==> src/hw/rtl/assert_macros.svh <==
// ----------------------------------------------------------------------------
// assert_macros.svh
// Concurrent assertion macros shared by the rtl; empty when synthesizing.
// ----------------------------------------------------------------------------
`ifndef ASSERT_MACROS_SVH
`define ASSERT_MACROS_SVH

`ifndef SYNTHESIS

// property must hold at every clock edge out of reset
`define ASSERT_PROP(lbl, clk, rst_n, prop) \
    lbl: assert property (@(posedge clk) disable iff (!rst_n) prop) \
        else $error("assertion failed");

// condition must never be true out of reset
`define ASSERT_NEVER(lbl, clk, rst_n, cond) \
    lbl: assert property (@(posedge clk) disable iff (!rst_n) !(cond)) \
        else $error("forbidden condition seen");

`else

`define ASSERT_PROP(lbl, clk, rst_n, prop)
`define ASSERT_NEVER(lbl, clk, rst_n, cond)

`endif

`endif

==> src/hw/rtl/g4mis_pkg.sv <==
// ----------------------------------------------------------------------------
// g4mis_pkg
// Types, constants and helper functions for the 4-row independent set core.
// ----------------------------------------------------------------------------
package g4mis_pkg;

    localparam int ROWS  = 4;
    localparam int MASKS = 8;
    localparam int ROW_W = 32;
    localparam int SUM_W = 64;

    typedef logic signed [SUM_W-1:0] sum_t;

    localparam sum_t SUM_MIN = {1'b1, {(SUM_W-1){1'b0}}};
    localparam sum_t SUM_MAX = {1'b0, {(SUM_W-1){1'b1}}};

    // column masks with no vertically adjacent bits, lane k owns entry k
    localparam logic [MASKS-1:0][ROWS-1:0] COL_MASK = {
        4'd10, 4'd9, 4'd8, 4'd5, 4'd4, 4'd2, 4'd1, 4'd0
    };

    // one column beat moving between pipeline stages
    typedef struct packed {
        logic valid;
        logic last;
    } beat_ctl_t;

    function automatic sum_t max64(input sum_t a, input sum_t b);
        return (a > b) ? a : b;
    endfunction

    // three-level compare tree over eight sums
    function automatic sum_t tree_max8(input sum_t v [MASKS]);
        sum_t lvl1 [4];
        sum_t lvl2 [2];
        for (int i = 0; i < 4; i++) begin
            lvl1[i] = max64(v[2*i], v[2*i+1]);
        end
        for (int i = 0; i < 2; i++) begin
            lvl2[i] = max64(lvl1[2*i], lvl1[2*i+1]);
        end
        return max64(lvl2[0], lvl2[1]);
    endfunction

    // signed add clamped to the 64-bit limits
    function automatic sum_t sat_add(input sum_t a, input sum_t b);
        logic signed [SUM_W:0] s;
        s = {a[SUM_W-1], a} + {b[SUM_W-1], b};
        if (s[SUM_W] != s[SUM_W-1]) begin
            return s[SUM_W] ? SUM_MIN : SUM_MAX;
        end
        return s[SUM_W-1:0];
    endfunction

endpackage

==> src/hw/rtl/g4mis_merge.sv <==
// ----------------------------------------------------------------------------
// g4mis_merge
// Combines the non-empty lanes into a column max, folds it into the board
// total and holds the result beat for the output channel.
// ----------------------------------------------------------------------------
`include "assert_macros.svh"

module g4mis_merge (
    input  logic                    aclk,
    input  logic                    aresetn,
    input  g4mis_pkg::beat_ctl_t    lane_ctl,
    input  g4mis_pkg::sum_t         lane_best [g4mis_pkg::MASKS],
    output logic                    lane_free,
    output logic                    m_tvalid,
    input  logic                    m_tready,
    output logic [63:0]             m_tdata    // [63:0] best_sum
);

    logic               v2_reg;
    logic               l2_reg;
    g4mis_pkg::sum_t    colmax_reg;
    g4mis_pkg::sum_t    colmax_next;
    g4mis_pkg::sum_t    overall_reg;
    g4mis_pkg::sum_t    acc_max;
    g4mis_pkg::sum_t    nonempty [g4mis_pkg::MASKS];
    logic               m_valid_reg;
    g4mis_pkg::sum_t    m_data_reg;
    logic               out_free;
    logic               take1;
    logic               take2;

    // handshake between stages
    assign out_free  = !m_valid_reg || m_tready;
    assign take2     = v2_reg && (!l2_reg || out_free);
    assign lane_free = !v2_reg || take2;
    assign take1     = lane_ctl.valid && lane_free;

    // max over every lane but the empty mask
    always_comb begin
        nonempty[0] = g4mis_pkg::SUM_MIN;
        for (int k = 1; k < g4mis_pkg::MASKS; k++) begin
            nonempty[k] = lane_best[k];
        end
        colmax_next = g4mis_pkg::tree_max8(nonempty);
        acc_max     = g4mis_pkg::max64(overall_reg, colmax_reg);
    end

    // column max stage
    always_ff @(posedge aclk) begin
        if (!aresetn) begin
            v2_reg <= 1'b0;
            l2_reg <= 1'b0;
        end else if (take1) begin
            v2_reg <= 1'b1;
            l2_reg <= lane_ctl.last;
        end else if (take2) begin
            v2_reg <= 1'b0;
        end
    end

    always_ff @(posedge aclk) begin
        if (take1) begin
            colmax_reg <= colmax_next;
        end
    end

    // board total, restarted after the last column
    always_ff @(posedge aclk) begin
        if (!aresetn) begin
            overall_reg <= g4mis_pkg::SUM_MIN;
        end else if (take2) begin
            overall_reg <= l2_reg ? g4mis_pkg::SUM_MIN : acc_max;
        end
    end

    // output register
    always_ff @(posedge aclk) begin
        if (!aresetn) begin
            m_valid_reg <= 1'b0;
        end else if (take2 && l2_reg) begin
            m_valid_reg <= 1'b1;
        end else if (m_tready) begin
            m_valid_reg <= 1'b0;
        end
    end

    always_ff @(posedge aclk) begin
        if (take2 && l2_reg) begin
            m_data_reg <= acc_max;
        end
    end

    assign m_tvalid = m_valid_reg;
    assign m_tdata  = m_data_reg;

    // a result appears only when a last column leaves the column max stage
    `ASSERT_PROP(a_result_from_last, aclk, aresetn, $rose(m_valid_reg) |-> $past(v2_reg && l2_reg))
    // the total restarts after every board
    `ASSERT_PROP(a_total_restart, aclk, aresetn, (take2 && l2_reg) |=> (overall_reg == g4mis_pkg::SUM_MIN))
    // a last column never overruns a result still waiting
    `ASSERT_NEVER(a_no_overrun, aclk, aresetn, take2 && l2_reg && m_valid_reg && !m_tready)

endmodule

==> config.mk <==
export PLATFORM = sky130hd
export DESIGN_NAME = g4mis_merge
export DESIGN_NICKNAME = d
export VERILOG_FILES = /design/src/hw/rtl/g4mis_pkg.sv /design/src/hw/rtl/g4mis_merge.sv
export VERILOG_INCLUDE_DIRS = /design/src /design/src/hw/rtl
export SDC_FILE = /design/constraint.sdc
export NUM_CORES = 1
export LEC_CHECK = 0
export ABC_AREA = 1
export BUFFER_PORTS_ARGS = -buffer_cell sky130_fd_sc_hd__buf_4
export CORE_MARGIN = 2
export CORE_UTILIZATION = 35
export CTS_CLUSTER_DIAMETER = 100
export DETAILED_ROUTE_END_ITERATION = 8
export HOLD_SLACK_MARGIN = 0.06
export SYNTH_ARGS = -nofsm -noshare
export SYNTH_HDL_FRONTEND = slang
export SYNTH_SLANG_ARGS = --single-unit
==> constraint.sdc <==
create_clock -name aclk -period 8 [get_ports aclk]
set_input_delay 0.4 -clock aclk [delete_from_list [all_inputs] [get_ports aclk]]
set_output_delay 0.4 -clock aclk [all_outputs]
set_load 0.005 [all_outputs]
==> reports/qor.csv <==
stage,metric,value,unit
critical_path,cells on worst reg2reg path,13,
timing,Peak Freq,0.133,GHz
timing,Clock Skew,17.5,ps
finish,"commonest non-fill, non-tap cell in the layout",nand2_1,
timing,Slew @ Worst Pin,902,ps
status,status,completed,
drt,vias per cell,4.91,
critical_path,Max stage delay on crit path,400,ps
yosys,Synth Area per Inst,6.95,sq um
timing,Hold Fails Final Rpt,0,
timing,RSZ-0062 raised after global routing,no,
cts,CTS Root Cell,clkbuf_16,
critical_path,WP data required,8180,ps
floorplanning,Initial Util,35.2,%
cts,CTS tree,yes,
drt,routed via count,23100,
yosys,Cell variety after synth,44,
cts,H-tree Lvls,4,
finish,area delta synth->final,27.6,%
critical_path,critical path arrival,7720,ps
grt,gr usage total,23.4,%
grt,vias in the first global route,20900,
place,Post-DP HPWL,70.8,mm
yosys,Ys Warns,0,
place,placed cells,4658,
pwr,VDD IR-drop max,0.268,mV
critical_path,Critical Path End,colmax_reg[18],
finish,most frequent cells in the layout,"nand2_1 (936), buf_4 (659), ha_1 (447)",
critical_path,crit-path most repeated cell,buf_4,
drt,DRT Pass-1 Iters,6,
critical_path,slowest library cell on the worst path,or3_1,
drt,Antenna Nets Post-Route,0,
grt,initial antenna violation count,18,
cts,worst-skew pair later-pin latency,470,ps
pwr,PwrDens,294,mW/mm^2
yosys,main area contributors after synthesis,"ha_1 (24%), edfxtp_1 (17%), nand2_1 (15%), inv_1 (7.0%), a21oi_1 (6.8%)",
critical_path,Worst setup EP type,register,
critical_path,RR Startpoint,colmax_reg[63],
cts,cts hold-fix bufs,0,
timing,Final period util,94.3,%
drt,initial drt markers,1710,
floorplanning,Die Ht,261,microns
floorplanning,row cnt,94,
yosys,Synth Instances,3313,
yosys,share of the yosys chip area belonging to registers,22.5,%
cts,CTS Sinks,195,
grt,first-pass GRT wire length,121,mm
floorplanning,die area,0.0679,sq mm
run,Max-Cap Viols,0,
critical_path,Setup CP Type,input port to register,
cts,total CTS buffers,17,
finish,Final nets,4787,
critical_path,Crit Reg-Reg Endpoint,overall_reg[2],
yosys,top cell type's share of synthesized area,24.3,%
critical_path,CP Buf/Inv Count,16,
finish,share of layout cells above drive strength 1,21.2,%
critical_path,Crit Path Max Fanout,34,
critical_path,crit start category,input port,
finish,Finished Core Util,44.9,%
timing,fin crit period,7550,ps
pwr,Leak,15.1,nW
critical_path,CP top delay family,simple AND/OR/NAND/NOR gates,
min_path,hold path start,lane_ctl[0],
critical_path,reg-to-reg setup timing slack,4180,ps
drt,Routed WL per cell,17.5,microns
timing,Final setup viols,0,
grt,largest net degree at the start of global routing,75,
timing,hold slack,157,ps
critical_path,crit path from,lane_best[273],
yosys,synthesis-stage register bit count,195,
yosys,syn nets,4277,
critical_path,CP Depth,50,
timing,Final Max Slew Viols,0,
floorplanning,width of the chip,261,microns
min_path,hold crit path type,input port to register,
drt,final WL,82.3,mm
floorplanning,Ports,583,
cts,Clock Tree Buf Depth,2,
yosys,cell accounting for the most synthesized area,ha_1,
finish,Layout Cells excl Fill,4713,
cts,clock slew at reported path FFs,80,ps
drt,drt drc,0,
place,I/O Buffers,518,
yosys,synthesized area,0.0230,sq mm
timing,Relative slew margins,39.9,%
floorplanning,core footprint,0.0655,sq mm
pwr,Tot Pwr,8.63,mW
grt,gr ovfl total,0,
place,gp weighted congestion,0.947,
-- what timing repair did --
item                                    CTS  global route
resized for setup                         0            35
endpoints found under the hold margin     0             0
endpoints found under the setup margin    0            64
buffers inserted                          0             6
-- cell usage after synthesis --
cell       instances
nor3_1            31
xnor2_1            2
o211ai_1          12
nand3_4            2
a211o_1            1
inv_2              2
nand2_1          938
a221oi_1           1
and2_1             2
nand4_2           60
nor2_1           134
a41oi_1            1
a31oi_1            5
buf_1              7
buf_6             15
nand3_1          102
ha_1             447
a21o_1             6
inv_1            430
or2_2              2
o221a_2            1
nand2_4            1
a211oi_1          28
or3_1              1
nor4_1             9
o21a_1            10
nand4_1           51
o2111ai_1          7
buf_2             26
o21bai_1           2
a21oi_1          312
nor2_2             2
o221ai_1          14
nand2_2            6
nor3_2             2
o21ai_0          273
dfxtp_1           67
clkbuf_1         144
nor4b_1            4
o31ai_1            1
nand3_2            1
edfxtp_1         128
o21ai_1           20
nand3b_1           3
-- worst reg2reg max path, stage by stage (launching register included) --
cell,delay [ps]
edfxtp_1,440
inv_1,90
ha_1,370
nand4_1,150
nor3_1,320
nand2_1,140
nor4b_1,540
nand4_1,270
nand3b_1,180
buf_4,580
nor2_1,110
a21oi_1,360
nand2_1,90
a21oi_1,140
-- worst min-delay path by stage --
stage,to,slack (ps),cells after the start
floorplan,overall_reg[0],450,2
global placement,overall_reg[0],460,2
detailed placement,overall_reg[0],460,2
CTS,l2_reg,140,3
global route,l2_reg,140,3
finish,l2_reg,160,3
-- cell families after synthesis --
family / Yosys count / share of synthesized area (%)
simple gates: 1351 / 26.2
flops: 195 / 22.5
fa+ha+maj: 447 / 24.3
buf+inv: 624 / 10.8
compound gates: 694 / 16.2
xor+xnor: 2 / 0.0761
-- per-layer routing --
metal | track usage (%) | wire [microns]
met2 | 35.1 | 35200
met4 | 6.16 | 1700
met3 | 3.35 | 4560
met5 | 0 | 77
met1 | 34.7 | 40800
-- layout make-up --
| type | count | area (sq um) |
|---|---|---|
| antenna | 13 | 32.5 |
| clock buffer | 17 | 425 |
| clock inverter | 15 | 126 |
| fill | 6792 | 36100 |
| inverter | 432 | 1620 |
| multi-input combinational | 2495 | 15500 |
| sequential | 195 | 5180 |
| tap | 864 | 1080 |
| timing repair buffer | 682 | 5410 |
-- through the flow --
stage          worst slack [ps]  setup TNS (ps)  cell area, sq um
2_1_floorplan              1070               0             23000
3_3_place_gp               -454          -25670             28600
3_5_place_dp               -445          -25140             28600
4_1_cts                    7.71               0             29100
5_1_grt                    1.65               0             29400
6_report                    455               0             29400
-- power breakdown --
part           internal (mW)  switching [mW]
sequential              1.66           0.177
clock                  0.406           0.431
combinational           2.25            3.71
Note: power is estimated with default switching activity, not from simulation.
