File: config.mk
export PLATFORM = sky130hd
export DESIGN_NAME = g4mis_lane
export DESIGN_NICKNAME = d
export VERILOG_FILES = /design/src/hw/rtl/assert_macros.svh /design/src/hw/rtl/g4mis_pkg.sv /design/src/hw/rtl/g4mis_lane.sv
export SDC_FILE = /design/constraint.sdc
export NUM_CORES = 1
export LEC_CHECK = 0
export BUFFER_PORTS_ARGS = -buffer_cell sky130_fd_sc_hd__buf_2
export CAP_MARGIN = 25
export CORE_AREA = 2 2 321 323
export CTS_CLUSTER_DIAMETER = 30
export DETAILED_ROUTE_END_ITERATION = 8
export DIE_AREA = 0 0 323 325
export GPL_TIMING_DRIVEN = 0
export SYNTH_ARGS = -nofsm -noshare
export SYNTH_HDL_FRONTEND = slang
export SYNTH_SLANG_ARGS = --single-unit
export TNS_END_PERCENT = 100
File: constraint.sdc
create_clock -name aclk -period 11.7 [get_ports aclk]
set_input_delay 1.17 -clock aclk [delete_from_list [all_inputs] [get_ports aclk]]
set_output_delay 1.17 -clock aclk [all_outputs]
set_load 0.01 [all_outputs]
File: src/hw/rtl/assert_macros.svh
// ----------------------------------------------------------------------------
// assert_macros.svh
// Concurrent assertion macros shared by the rtl; empty when synthesizing.
// ----------------------------------------------------------------------------
`ifndef ASSERT_MACROS_SVH
`define ASSERT_MACROS_SVH

`ifndef SYNTHESIS

// property must hold at every clock edge out of reset
`define ASSERT_PROP(lbl, clk, rst_n, prop) \
    lbl: assert property (@(posedge clk) disable iff (!rst_n) prop) \
        else $error("assertion failed");

// condition must never be true out of reset
`define ASSERT_NEVER(lbl, clk, rst_n, cond) \
    lbl: assert property (@(posedge clk) disable iff (!rst_n) !(cond)) \
        else $error("forbidden condition seen");

`else

`define ASSERT_PROP(lbl, clk, rst_n, prop)
`define ASSERT_NEVER(lbl, clk, rst_n, cond)

`endif

`endif

File: src/hw/rtl/g4mis_pkg.sv
// ----------------------------------------------------------------------------
// g4mis_pkg
// Types, constants and helper functions for the 4-row independent set core.
// ----------------------------------------------------------------------------
package g4mis_pkg;

    localparam int ROWS  = 4;
    localparam int MASKS = 8;
    localparam int ROW_W = 32;
    localparam int SUM_W = 64;

    typedef logic signed [SUM_W-1:0] sum_t;

    localparam sum_t SUM_MIN = {1'b1, {(SUM_W-1){1'b0}}};
    localparam sum_t SUM_MAX = {1'b0, {(SUM_W-1){1'b1}}};

    // column masks with no vertically adjacent bits, lane k owns entry k
    localparam logic [MASKS-1:0][ROWS-1:0] COL_MASK = {
        4'd10, 4'd9, 4'd8, 4'd5, 4'd4, 4'd2, 4'd1, 4'd0
    };

    // one column beat moving between pipeline stages
    typedef struct packed {
        logic valid;
        logic last;
    } beat_ctl_t;

    function automatic sum_t max64(input sum_t a, input sum_t b);
        return (a > b) ? a : b;
    endfunction

    // three-level compare tree over eight sums
    function automatic sum_t tree_max8(input sum_t v [MASKS]);
        sum_t lvl1 [4];
        sum_t lvl2 [2];
        for (int i = 0; i < 4; i++) begin
            lvl1[i] = max64(v[2*i], v[2*i+1]);
        end
        for (int i = 0; i < 2; i++) begin
            lvl2[i] = max64(lvl1[2*i], lvl1[2*i+1]);
        end
        return max64(lvl2[0], lvl2[1]);
    endfunction

    // signed add clamped to the 64-bit limits
    function automatic sum_t sat_add(input sum_t a, input sum_t b);
        logic signed [SUM_W:0] s;
        s = {a[SUM_W-1], a} + {b[SUM_W-1], b};
        if (s[SUM_W] != s[SUM_W-1]) begin
            return s[SUM_W] ? SUM_MIN : SUM_MAX;
        end
        return s[SUM_W-1:0];
    endfunction

endpackage

File: src/hw/rtl/g4mis_lane.sv
// ----------------------------------------------------------------------------
// g4mis_lane
// One column-mask lane: best compatible predecessor plus this column's sum.
// ----------------------------------------------------------------------------
module g4mis_lane #(
    parameter int LANE = 0
) (
    input  logic               aclk,
    input  logic               load,
    input  logic               fresh,
    input  g4mis_pkg::sum_t    state_i [g4mis_pkg::MASKS],
    input  g4mis_pkg::sum_t    vals_i  [g4mis_pkg::ROWS],
    output g4mis_pkg::sum_t    best_o
);

    localparam logic [g4mis_pkg::ROWS-1:0] MY_MASK = g4mis_pkg::COL_MASK[LANE];

    g4mis_pkg::sum_t cand [g4mis_pkg::MASKS];
    g4mis_pkg::sum_t prev;
    g4mis_pkg::sum_t col_sum;
    g4mis_pkg::sum_t best_reg;
    g4mis_pkg::sum_t best_next;

    // masks sharing a bit drop out of the predecessor max; mask 0 always fits
    always_comb begin
        for (int p = 0; p < g4mis_pkg::MASKS; p++) begin
            cand[p] = ((g4mis_pkg::COL_MASK[p] & MY_MASK) == '0)
                      ? state_i[p] : g4mis_pkg::SUM_MIN;
        end
        prev = fresh ? '0 : g4mis_pkg::tree_max8(cand);
    end

    // at most two rows are chosen, so this sum cannot overflow
    always_comb begin
        col_sum = '0;
        for (int r = 0; r < g4mis_pkg::ROWS; r++) begin
            if (MY_MASK[r]) begin
                col_sum = col_sum + vals_i[r];
            end
        end
        best_next = g4mis_pkg::sat_add(prev, col_sum);
    end

    // running best for this mask
    always_ff @(posedge aclk) begin
        if (load) begin
            best_reg <= best_next;
        end
    end

    assign best_o = best_reg;

endmodule

==> results_tabular.tex, run 1 <==
\begin{tabular}{lr}
\hline
Metric & Value \\
\hline
\multicolumn{2}{l}{\textbf{Clock network}} \\
Clock tree sinks & 64 \\
CTS buffer count & 9 \\
H-tree depth & 3 \\
Hold-fix buffers, CTS & 0 \\
Clock slew seen by the registers of the worst setup and hold paths & 0.06 ns \\
Clock tree from TritonCTS & yes \\
Number of buffers between clock root and the deepest sink & 2 \\
Buffer cell driving the clock tree root & sky130\_fd\_sc\_hd\_\_clkbuf\_16 \\
\multicolumn{2}{l}{\textbf{Global route}} \\
Met1 GRT Util & 22.2\% \\
Antenna violations before repair & 56 \\
Fraction of met3 tracks used by global routing & 4.85\% \\
Total global routing overflow & 0 \\
GR Util met2 & 34.0\% \\
Global-route wire length before repair & 144 mm \\
All-Layer GR Usage & 19.2\% \\
Pin count of the biggest net entering global routing & 65 \\
Most heavily used metal layer in global routing & met2 \\
Vias in the first global route & 20.9k \\
\multicolumn{2}{l}{\textbf{Timing}} \\
Count of pins over their slew limit & 0 \\
Hold WS & 1.34 ns \\
Share of the clock period used by the worst path after layout & 98.0\% \\
Worst Slack Setup Final & 0.233 ns \\
Max Clk Rate & 87.2 MHz \\
Slew at the pin closest to its max-slew limit & 0.877 ns \\
Final total negative setup slack & 0 ns \\
Final Hold Fails & 0 \\
Max transition margin & 41.0\% \\
Count of endpoints failing setup in the final report & 0 \\
Final critical path time including I/O delays and setup & 11.47 ns \\
\multicolumn{2}{l}{\textbf{Logic synthesis}} \\
Yosys warning count & 0 \\
Leading cell type by number of instances after synthesis & sky130\_fd\_sc\_hd\_\_ha\_1 \\
Number of enable flip-flop cells after synthesis & 64 \\
Mapped cell area & 18,800 um\^{}2 \\
Average instance area after synthesis & 7.89 um\^{}2 \\
Dominant cell type by area after synthesis & sky130\_fd\_sc\_hd\_\_ha\_1 \\
Most common flop cell mapped by yosys & sky130\_fd\_sc\_hd\_\_edfxtp\_1 \\
Yosys cell types & 63 \\
Cell types with the largest area share after synthesis & sky130\_fd\_sc\_hd\_\_ha\_1, sky130\_fd\_sc\_hd\_\_mux2i\_1, sky130\_fd\_sc\_hd\_\_edfxtp\_1 \\
Post-synth net total & 3,594 \\
Synth top cells by count & sky130\_fd\_sc\_hd\_\_ha\_1, sky130\_fd\_sc\_hd\_\_inv\_1, sky130\_fd\_sc\_hd\_\_a21oi\_1 \\
Share of flip-flops with an asynchronous set or reset after synthesis & 0\% \\
Share of the synthesized area in the top cell type & 29.8\% \\
Number of flip-flops and latches in the synthesized netlist & 64 \\
Gate Count Post-Synth & 2,377 \\
Sequential fraction of the synthesis area & 10.2\% \\
\multicolumn{2}{l}{\textbf{Hold path}} \\
Kind of path behind the tightest hold check & input pin to flip-flop \\
Number of cells on the worst hold path & 4 \\
\multicolumn{2}{l}{\textbf{Worst setup path}} \\
Type of the worst setup path & input pin to flip-flop \\
Crit path DAT & 11.65 ns \\
CP Launch Type & input pin \\
Endpoint type of the worst setup path & flip-flop \\
Top fanout value on the critical path & 10 \\
Worst stage delay on the critical path & 0.72 ns \\
Worst path required time & 11.88 ns \\
Critical-path cell with the highest stage delay & sky130\_fd\_sc\_hd\_\_or4b\_2 \\
\multicolumn{2}{l}{\textbf{Floorplan}} \\
Standard-cell rows & 117 \\
Area of the core & 101,000 um\^{}2 \\
Starting density of the core & 18.5\% \\
Die span in x & 323 um \\
Ports placed on the boundary & 835 \\
Die area & 105,000 um\^{}2 \\
Vertical extent of the die & 325 um \\
\multicolumn{2}{l}{\textbf{Outcome}} \\
Status & complete, no violations \\
\multicolumn{2}{l}{\textbf{Detailed routing}} \\
DRC violations left & 0 \\
Starting DRT DRC Count & 955 \\
Drt pass-1 iters & 7 \\
Total number of vias & 20.7k \\
Via-per-instance ratio & 4.72 \\
Post-route antenna net violation count & 0 \\
Total wirelength of the detailed-routed design & 104 mm \\
Average wire per cell in the routed design & 23.8 um \\
\multicolumn{2}{l}{\textbf{Placement}} \\
Routability congestion estimate & 0.934 \\
Half-perimeter wire length of the detailed placement result & 95.3 mm \\
Worst Setup Slack post-DPL & -3.13 ns \\
Port bufs & 578 \\
\multicolumn{2}{l}{\textbf{Finish}} \\
Area delta synth->final & 30.3\% \\
Fraction of layout instances using a drive strength above 1 & 27.1\% \\
Max FFs per register & 64 \\
\# nets final & 4,202 \\
\multicolumn{2}{l}{\textbf{Pwr}} \\
PwrDens & 180 nW/um\^{}2 \\
Leakage & 13.0 nW \\
Worst vdd ir & 0.0891 mV \\
\multicolumn{2}{l}{\textbf{Flow run}} \\
Max-cap check violation count & 0 \\
\hline
\end{tabular}
## worst max-delay path, delay by kind of cell
family | cells | cell delay (ns)
buffers and inverters | 10 | 1.45
AND/OR/NAND/NOR | 13 | 4.60
XOR/XNOR | 1 | 0.20
AO/OA/AOI/OAI | 14 | 2.59
multiplexers | 2 | 0.59
adder cells (fa/ha/maj) | 3 | 0.97
## stage by stage
| step | std cells | total power, mW | instance area [um^2] | utilization [%] |
|---|---|---|---|---|
| finish | 4379 | 4.39 | 24400 | 24.1 |
| detailed placement | 4334 | 3.94 | 23500 | 23.2 |
| global placement | 4323 | 3.91 | 23400 | 23.1 |
| global route | 4370 | 4.74 | 24400 | 24.1 |
| floorplan | 2377 | 2.52 | 18800 | - |
| CTS | 4352 | 4.33 | 24100 | 23.8 |
## worst paths after layout
| path | from | to | slack, ns |
|---|---|---|---|
| max | state_i[191] | best_o[30]$_SDFFCE_PP0P_ | 0.23 |
| min | fresh | best_o[0]$_SDFFCE_PP0P_ | 1.34 |
## layout make-up
class | count | area [um^2]
clock inverter | 4 | 46.3
multi-input combinational | 1830 | 15400
inverter | 398 | 1490
clock buffer | 11 | 233
timing repair buffer | 600 | 3120
buffer | 82 | 467
sequential | 64 | 1920
tap | 1368 | 1710
antenna | 22 | 55.1
fill | 11423 | 76900
## power by group
part | internal, mW | switching, mW
registers | 0.464 | 0.0419
clock network | 0.163 | 0.109
logic | 1.36 | 2.25
total | 1.99 | 2.40
## logic make-up after synthesis
family          Yosys count  share of synthesized area [%]
simple gates            412                           10.8
compound gates          707                           24.5
xor+xnor                  4                          0.187
flops                    64                           10.2
mux                     261                           14.5
buf+inv                 483                           9.92
fa+ha+maj               446                           29.8
## what timing repair did
action                     in CTS  in global routing
setup endpoints to repair      64                 64
setup buffers                   6                  5
pin swaps                       5                 10
cloned                          0                  0
gates resized for setup       104                 78
## layout by cell type, fill, tap and decap left out, drive strengths merged, types with 69 or more instances in the layout
cell type  synthesis  routed
a21o             110     110
a21oi            202     202
buf               19     624
clkbuf            66      69
ha               446     446
inv              398     398
mux2i            194     194
nand2             94      94
nand4             83      83
nor2             111     111
o21ai            121     121
## routing by layer
| metal | routed length, um | part of all wire, % |
|---|---|---|
| met1 | 42500 | 41 |
| met2 | 50100 | 48 |
| met3 | 7240 | 6.9 |
| met4 | 4050 | 3.9 |
| met5 | 326 | 0.31 |
Power figures use the tool's default switching activity.
==> run 2, diff against run 1 <==
--- a/config.mk
+++ b/config.mk
@@ -12,6 +12,8 @@
 export DETAILED_ROUTE_END_ITERATION = 8
 export DIE_AREA = 0 0 323 325
 export GPL_TIMING_DRIVEN = 0
+export HOLD_SLACK_MARGIN = 0.1
+export REMOVE_ABC_BUFFERS = 1
 export SYNTH_ARGS = -nofsm -noshare
 export SYNTH_HDL_FRONTEND = slang
 export SYNTH_SLANG_ARGS = --single-unit
==> run 2 against run 1 <==
Sequential share of layout area down 0.16 points. Via count down 0.24%. Critical endpoint is now best_o[32]$_SDFFCE_PP0P_. Core utilization up 0.50 points.
==> results_tabular.tex, run 2 (same netlist as run 1, synthesis figures left out) <==
\begin{tabular}{lr}
\hline
Metric & Value \\
\hline
\multicolumn{2}{l}{\textbf{Floorplan}} \\
Standard-cell rows & 117 \\
Die area & 105,000 um\^{}2 \\
Die span in x & 323 um \\
Starting density of the core & 18.5\% \\
Area of the core & 101,000 um\^{}2 \\
Vertical extent of the die & 325 um \\
Ports placed on the boundary & 835 \\
\multicolumn{2}{l}{\textbf{Global route}} \\
Global-route wire length before repair & 144 mm \\
Antenna violations before repair & 44 \\
Vias in the first global route & 20.5k \\
All-Layer GR Usage & 19.6\% \\
Pin count of the biggest net entering global routing & 65 \\
Total global routing overflow & 0 \\
\multicolumn{2}{l}{\textbf{Timing}} \\
Share of the clock period used by the worst path after layout & 97.2\% \\
Final Hold Fails & 0 \\
Max transition margin & 29.9\% \\
RSZ-0062 raised after global routing & no \\
Count of endpoints failing setup in the final report & 0 \\
Count of pins over their slew limit & 0 \\
Slew at the pin closest to its max-slew limit & 1.04 ns \\
Final critical path time including I/O delays and setup & 11.37 ns \\
Max Clk Rate & 87.9 MHz \\
\multicolumn{2}{l}{\textbf{Pwr}} \\
Sw Pwr & 2.36 mW \\
Part of the total power dissipated in the clock network & 7.2\% \\
Share of total power consumed by net switching & 52.6\% \\
PwrDens & 180 nW/um\^{}2 \\
Part of the power in registers & 11.2\% \\
Design internal power & 2.13 mW \\
Worst vdd ir & 0.132 mV \\
Combinational Power Share & 81.6\% \\
Leakage & 13.2 nW \\
\multicolumn{2}{l}{\textbf{Clock network}} \\
Clock slew seen by the registers of the worst setup and hold paths & 0.06 ns \\
Clock tree from TritonCTS & yes \\
H-tree depth & 3 \\
Buffer cell driving the clock tree root & sky130\_fd\_sc\_hd\_\_clkbuf\_16 \\
Number of buffers between clock root and the deepest sink & 2 \\
CTS buffer count & 9 \\
Clock tree sinks & 64 \\
\multicolumn{2}{l}{\textbf{Placement}} \\
Half-perimeter wire length of the detailed placement result & 88.4 mm \\
Routability congestion estimate & 0.907 \\
DP Area & 23,600 um\^{}2 \\
Placed Cells incl. Taps & 4,270 \\
Port bufs & 578 \\
\multicolumn{2}{l}{\textbf{Detailed routing}} \\
Total length of routed met3 wires & 6.57 mm \\
Post-route antenna net violation count & 0 \\
Wire length on met2 & 51.5 mm \\
Via-per-instance ratio & 4.74 \\
Average wire per cell in the routed design & 24.3 um \\
Total wirelength of the detailed-routed design & 106 mm \\
Starting DRT DRC Count & 1,133 \\
Total number of vias & 20.6k \\
Drt pass-1 iters & 5 \\
DRC violations left & 0 \\
Metal-1 WL & 44.2 mm \\
Highest routed layer & met5 \\
\multicolumn{2}{l}{\textbf{Finish}} \\
\# nets final & 4,175 \\
Area delta synth->final & 33.0\% \\
Final non-filler cell total & 4,345 \\
Max FFs per register & 64 \\
Commonest non-fill, non-tap cells in the layout & sky130\_fd\_sc\_hd\_\_buf\_2, sky130\_fd\_sc\_hd\_\_ha\_1, sky130\_fd\_sc\_hd\_\_inv\_1 \\
Post-Layout Inst Area & 24,900 um\^{}2 \\
Fraction of layout instances using a drive strength above 1 & 28.1\% \\
Most common cell after layout, fill and taps aside & sky130\_fd\_sc\_hd\_\_buf\_2 \\
\multicolumn{2}{l}{\textbf{Worst setup path}} \\
Number of buffers and inverters on the critical path & 8 \\
Endpoint type of the worst setup path & flip-flop \\
Top fanout value on the critical path & 44 \\
Worst stage delay on the critical path & 0.60 ns \\
CP Launch Type & input pin \\
Worst path required time & 11.89 ns \\
Top cell family by delay on the critical path & simple AND/OR/NAND/NOR gates \\
Type of the worst setup path & input pin to flip-flop \\
Worst path most repeated cell & sky130\_fd\_sc\_hd\_\_ha\_1 \\
Critical-path cell with the highest stage delay & sky130\_fd\_sc\_hd\_\_or4b\_4 \\
Crit path DAT & 11.56 ns \\
\multicolumn{2}{l}{\textbf{Flow run}} \\
Max-cap check violation count & 0 \\
\multicolumn{2}{l}{\textbf{Hold path}} \\
Kind of path behind the tightest hold check & input pin to flip-flop \\
Startpoint of the tightest hold check path & load \\
Endpoint of the worst hold path & best\_o[11]\$\_SDFFCE\_PP0P\_ \\
Number of cells on the worst hold path & 1 \\
\multicolumn{2}{l}{\textbf{Outcome}} \\
Status & complete, no violations \\
\hline
\end{tabular}
==> run 2: stage by stage <==
step / power [mW] / hold slack (ns) / setup slack [ns] / setup TNS, ns / util [%]
after CTS: 4.51 / 1.22 / 0.0129 / 0 / 24.5
after global routing: 4.84 / 1.23 / 0.00839 / 0 / 24.6
after global placement: 3.77 / 1.58 / -25.68 / -1576.10 / 22.7
after detailed placement: 3.93 / 1.58 / -3.48 / -211.22 / 23.3
final: 4.49 / 1.24 / 0.326 / 0 / 24.6
after floorplan: 2.47 / 1.28 / -4.43 / -278.75 / -
==> run 2: layout make-up <==
class	count	area (um^2)
flip-flops and latches	64	1920
well taps	1368	1710
fillers	11235	76400
repair buffers	646	3770
inverters	398	1490
multi-input cells	1839	15700
clock buffers	9	225
diodes	15	37.5
clock inverters	6	85.1
==> run 2: what timing repair did <==
action / 4_1_cts / 5_1_grt
buffers inserted: 34 / 1
cloned: 10 / 0
endpoints found under the hold margin: 0 / 0
pin swaps: 22 / 5
hold buffers: 0 / 0
endpoints found under the setup margin: 64 / 64
resized for setup: 94 / 21
==> run 2: routing by layer <==
| metal | up-vias | track usage, % |
|---|---|---|
| met5 | - | 0 |
| met4 | 48 | 5.58 |
| met2 | 723 | 34.8 |
| met3 | 155 | 3.81 |
| met1 | 9734 | 23.6 |
| li1 | 9949 | - |
==> run 2: how the worst max path moves through the flow <==
| stage | startpoint | end | slack, ns | depth (start not counted) |
|---|---|---|---|---|
| global route | state_i[271] | best_o[60]$_SDFFCE_PP0P_ | 0.008 | 38 |
| global placement | state_i[263] | best_o[61]$_SDFFCE_PP0P_ | -25.68 | 32 |
| CTS | state_i[23] | best_o[32]$_SDFFCE_PP0P_ | 0.01 | 40 |
| floorplan | state_i[191] | best_o[10]$_SDFFCE_PP0P_ | -4.43 | 33 |
| detailed placement | state_i[417] | best_o[61]$_SDFFCE_PP0P_ | -3.48 | 40 |
| finish | state_i[175] | best_o[32]$_SDFFCE_PP0P_ | 0.33 | 42 |
==> run 2: power groups by stage <==
stage,logic [mW],clock network [mW],registers [mW]
after floorplan,1.91,0,0.567
after global placement,3.25,0,0.513
after detailed placement,3.42,0,0.505
after CTS,3.67,0.337,0.504
after global routing,3.99,0.340,0.514
final,3.66,0.325,0.503
==> run 3, diff against run 2 <==
--- a/config.mk
+++ b/config.mk
@@ -8,6 +8,7 @@
 export BUFFER_PORTS_ARGS = -buffer_cell sky130_fd_sc_hd__buf_2
 export CAP_MARGIN = 25
 export CORE_AREA = 2 2 321 323
+export CTS_BUF_LIST = sky130_fd_sc_hd__clkbuf_4 sky130_fd_sc_hd__clkbuf_8
 export CTS_CLUSTER_DIAMETER = 30
 export DETAILED_ROUTE_END_ITERATION = 8
 export DIE_AREA = 0 0 323 325
==> constraint.sdc (replaced) <==
create_clock -name aclk -period 13.05 [get_ports aclk]
set_input_delay 1.305 -clock aclk [delete_from_list [all_inputs] [get_ports aclk]]
set_output_delay 1.305 -clock aclk [all_outputs]
set_load 0.01 [all_outputs]
==> run 3 against run 2 <==
Critical path type unchanged. Hold slack better by 0.072 ns. Sequential share of layout area up 0.22 points. Power down 14%. First-iteration DRC count up 4.6%. Clock-buffer cell count unchanged. Setup slack worse by 0.056 ns. Clock power down 32%.
==> results_tabular.tex, run 3 (same netlist as run 1, synthesis figures left out) <==
\begin{tabular}{lr}
\hline
Metric & Value \\
\hline
\multicolumn{2}{l}{\textbf{Outcome}} \\
Status & complete, no violations \\
\multicolumn{2}{l}{\textbf{Detailed routing}} \\
Total wirelength of the detailed-routed design & 102 mm \\
DRC violations left & 0 \\
Average wire per cell in the routed design & 23.6 um \\
Via-per-instance ratio & 4.69 \\
Drt pass-1 iters & 6 \\
Total number of vias & 20.3k \\
Starting DRT DRC Count & 1,185 \\
Post-route antenna net violation count & 0 \\
\multicolumn{2}{l}{\textbf{Placement}} \\
Port bufs & 578 \\
Half-perimeter wire length of the detailed placement result & 88.4 mm \\
DP Area & 23,600 um\^{}2 \\
Routability congestion estimate & 0.907 \\
\multicolumn{2}{l}{\textbf{Timing}} \\
Final critical path time including I/O delays and setup & 12.78 ns \\
Max transition margin & 22.4\% \\
Slew at the pin closest to its max-slew limit & 1.15 ns \\
Count of pins over their slew limit & 0 \\
Count of endpoints failing setup in the final report & 0 \\
RSZ-0062 raised after global routing & no \\
Max Clk Rate & 78.2 MHz \\
Share of the clock period used by the worst path after layout & 97.9\% \\
Final Hold Fails & 0 \\
Hold WS & 1.31 ns \\
\multicolumn{2}{l}{\textbf{Pwr}} \\
PwrDens & 158 nW/um\^{}2 \\
Leakage & 12.9 nW \\
Worst vdd ir & 0.106 mV \\
\multicolumn{2}{l}{\textbf{Worst setup path}} \\
Type of the worst setup path & input pin to flip-flop \\
Worst path required time & 13.28 ns \\
Critical-path cell with the highest stage delay & sky130\_fd\_sc\_hd\_\_or4b\_2 \\
Worst stage delay on the critical path & 0.76 ns \\
Top fanout value on the critical path & 44 \\
CP startpoint & state\_i[143] \\
Worst setup path endpoint & best\_o[61]\$\_SDFFCE\_PP0P\_ \\
CP Launch Type & input pin \\
Endpoint type of the worst setup path & flip-flop \\
Crit path DAT & 13.01 ns \\
\multicolumn{2}{l}{\textbf{Global route}} \\
All-Layer GR Usage & 18.8\% \\
Pin count of the biggest net entering global routing & 65 \\
Vias in the first global route & 20.1k \\
Total global routing overflow & 0 \\
Global-route wire length before repair & 139 mm \\
Antenna violations before repair & 51 \\
\multicolumn{2}{l}{\textbf{Floorplan}} \\
Ports placed on the boundary & 835 \\
Starting density of the core & 18.5\% \\
Vertical extent of the die & 325 um \\
Standard-cell rows & 117 \\
Die span in x & 323 um \\
Die area & 105,000 um\^{}2 \\
Area of the core & 101,000 um\^{}2 \\
\multicolumn{2}{l}{\textbf{Clock network}} \\
Clock slew seen by the registers of the worst setup and hold paths & 0.08 ns \\
CTS buffer count & 9 \\
Clock tree sinks & 64 \\
Clock tree from TritonCTS & yes \\
H-tree depth & 3 \\
Number of buffers between clock root and the deepest sink & 2 \\
Buffer cell driving the clock tree root & sky130\_fd\_sc\_hd\_\_clkbuf\_8 \\
\multicolumn{2}{l}{\textbf{Finish}} \\
Most common cell after layout, fill and taps aside & sky130\_fd\_sc\_hd\_\_buf\_2 \\
Commonest non-fill, non-tap cells in the layout & sky130\_fd\_sc\_hd\_\_buf\_2, sky130\_fd\_sc\_hd\_\_ha\_1, sky130\_fd\_sc\_hd\_\_inv\_1 \\
Fraction of layout instances using a drive strength above 1 & 26.0\% \\
\# nets final & 4,153 \\
Area delta synth->final & 29.4\% \\
Post-Layout Inst Area & 24,300 um\^{}2 \\
Max FFs per register & 64 \\
\multicolumn{2}{l}{\textbf{Hold path}} \\
Kind of path behind the tightest hold check & input pin to flip-flop \\
\multicolumn{2}{l}{\textbf{Flow run}} \\
Max-cap check violation count & 0 \\
\hline
\end{tabular}
[run 3: worst min path at each step]
stage / cells after the start / startpoint / to / slack, ns
after floorplan: 0 / load / best_o[0]$_SDFFCE_PP0P_ / 1.42
after global placement: 1 / best_o[11]$_SDFFCE_PP0P_ / best_o[11] / 1.72
after detailed placement: 1 / best_o[11]$_SDFFCE_PP0P_ / best_o[11] / 1.71
after CTS: 1 / load / best_o[11]$_SDFFCE_PP0P_ / 1.27
after global routing: 1 / load / best_o[11]$_SDFFCE_PP0P_ / 1.29
final: 1 / load / best_o[11]$_SDFFCE_PP0P_ / 1.31
[run 3: per-layer routing]
metal  share of wire [%]  up-vias  GRT usage, %
met2                  49      674          33.5
met1                  42     9564          22.5
met3                 6.7      143          3.89
li1                    -     9901             -
met5                0.29        -             0
met4                 2.5       48          5.04
[run 3: worst max-delay path, delay by kind of cell]
family	cells	cell delay, ns
XOR/XNOR	1	0.24
AND/OR/NAND/NOR	12	4.68
adder cells (fa/ha/maj)	3	0.97
AO/OA/AOI/OAI	16	3.46
buffers and inverters	9	1.37
multiplexers	2	0.72
[run 3: layout make-up]
class | count | area (um^2)
Antenna cell | 23 | 57.6
Clock buffer | 9 | 124
Clock inverter | 6 | 85.1
Fill cell | 11305 | 77000
Inverter | 398 | 1490
Multi-Input combinational cell | 1834 | 15300
Sequential cell | 64 | 1920
Tap cell | 1368 | 1710
Timing Repair Buffer | 629 | 3600
[run 3: where the power goes]
part,internal (mW),switching (mW)
combinational,1.27,1.90
sequential,0.415,0.0357
clock,0.106,0.116
[run 3: metrics by stage]
step | TNS, ns | power, mW | util (%) | cells | worst slack [ns]
2_1_floorplan | -200.99 | 2.22 | - | 2292 | -3.22
3_3_place_gp | -1498.34 | 3.38 | 22.7 | 4238 | -24.47
3_5_place_dp | -133.46 | 3.52 | 23.3 | 4270 | -2.27
4_1_cts | 0 | 3.85 | 23.7 | 4296 | 0.0320
5_1_grt | 0 | 4.15 | 23.9 | 4316 | 0.00215
6_report | 0 | 3.84 | 24.0 | 4331 | 0.270
[run 3: repair_timing]
item                       4_1_cts  5_1_grt
setup endpoints to repair       64       64
gates cloned                     3        1
buffers inserted                 8       11
resized for setup               18       18
pin swaps                        7        3
hold buffers                     0        0
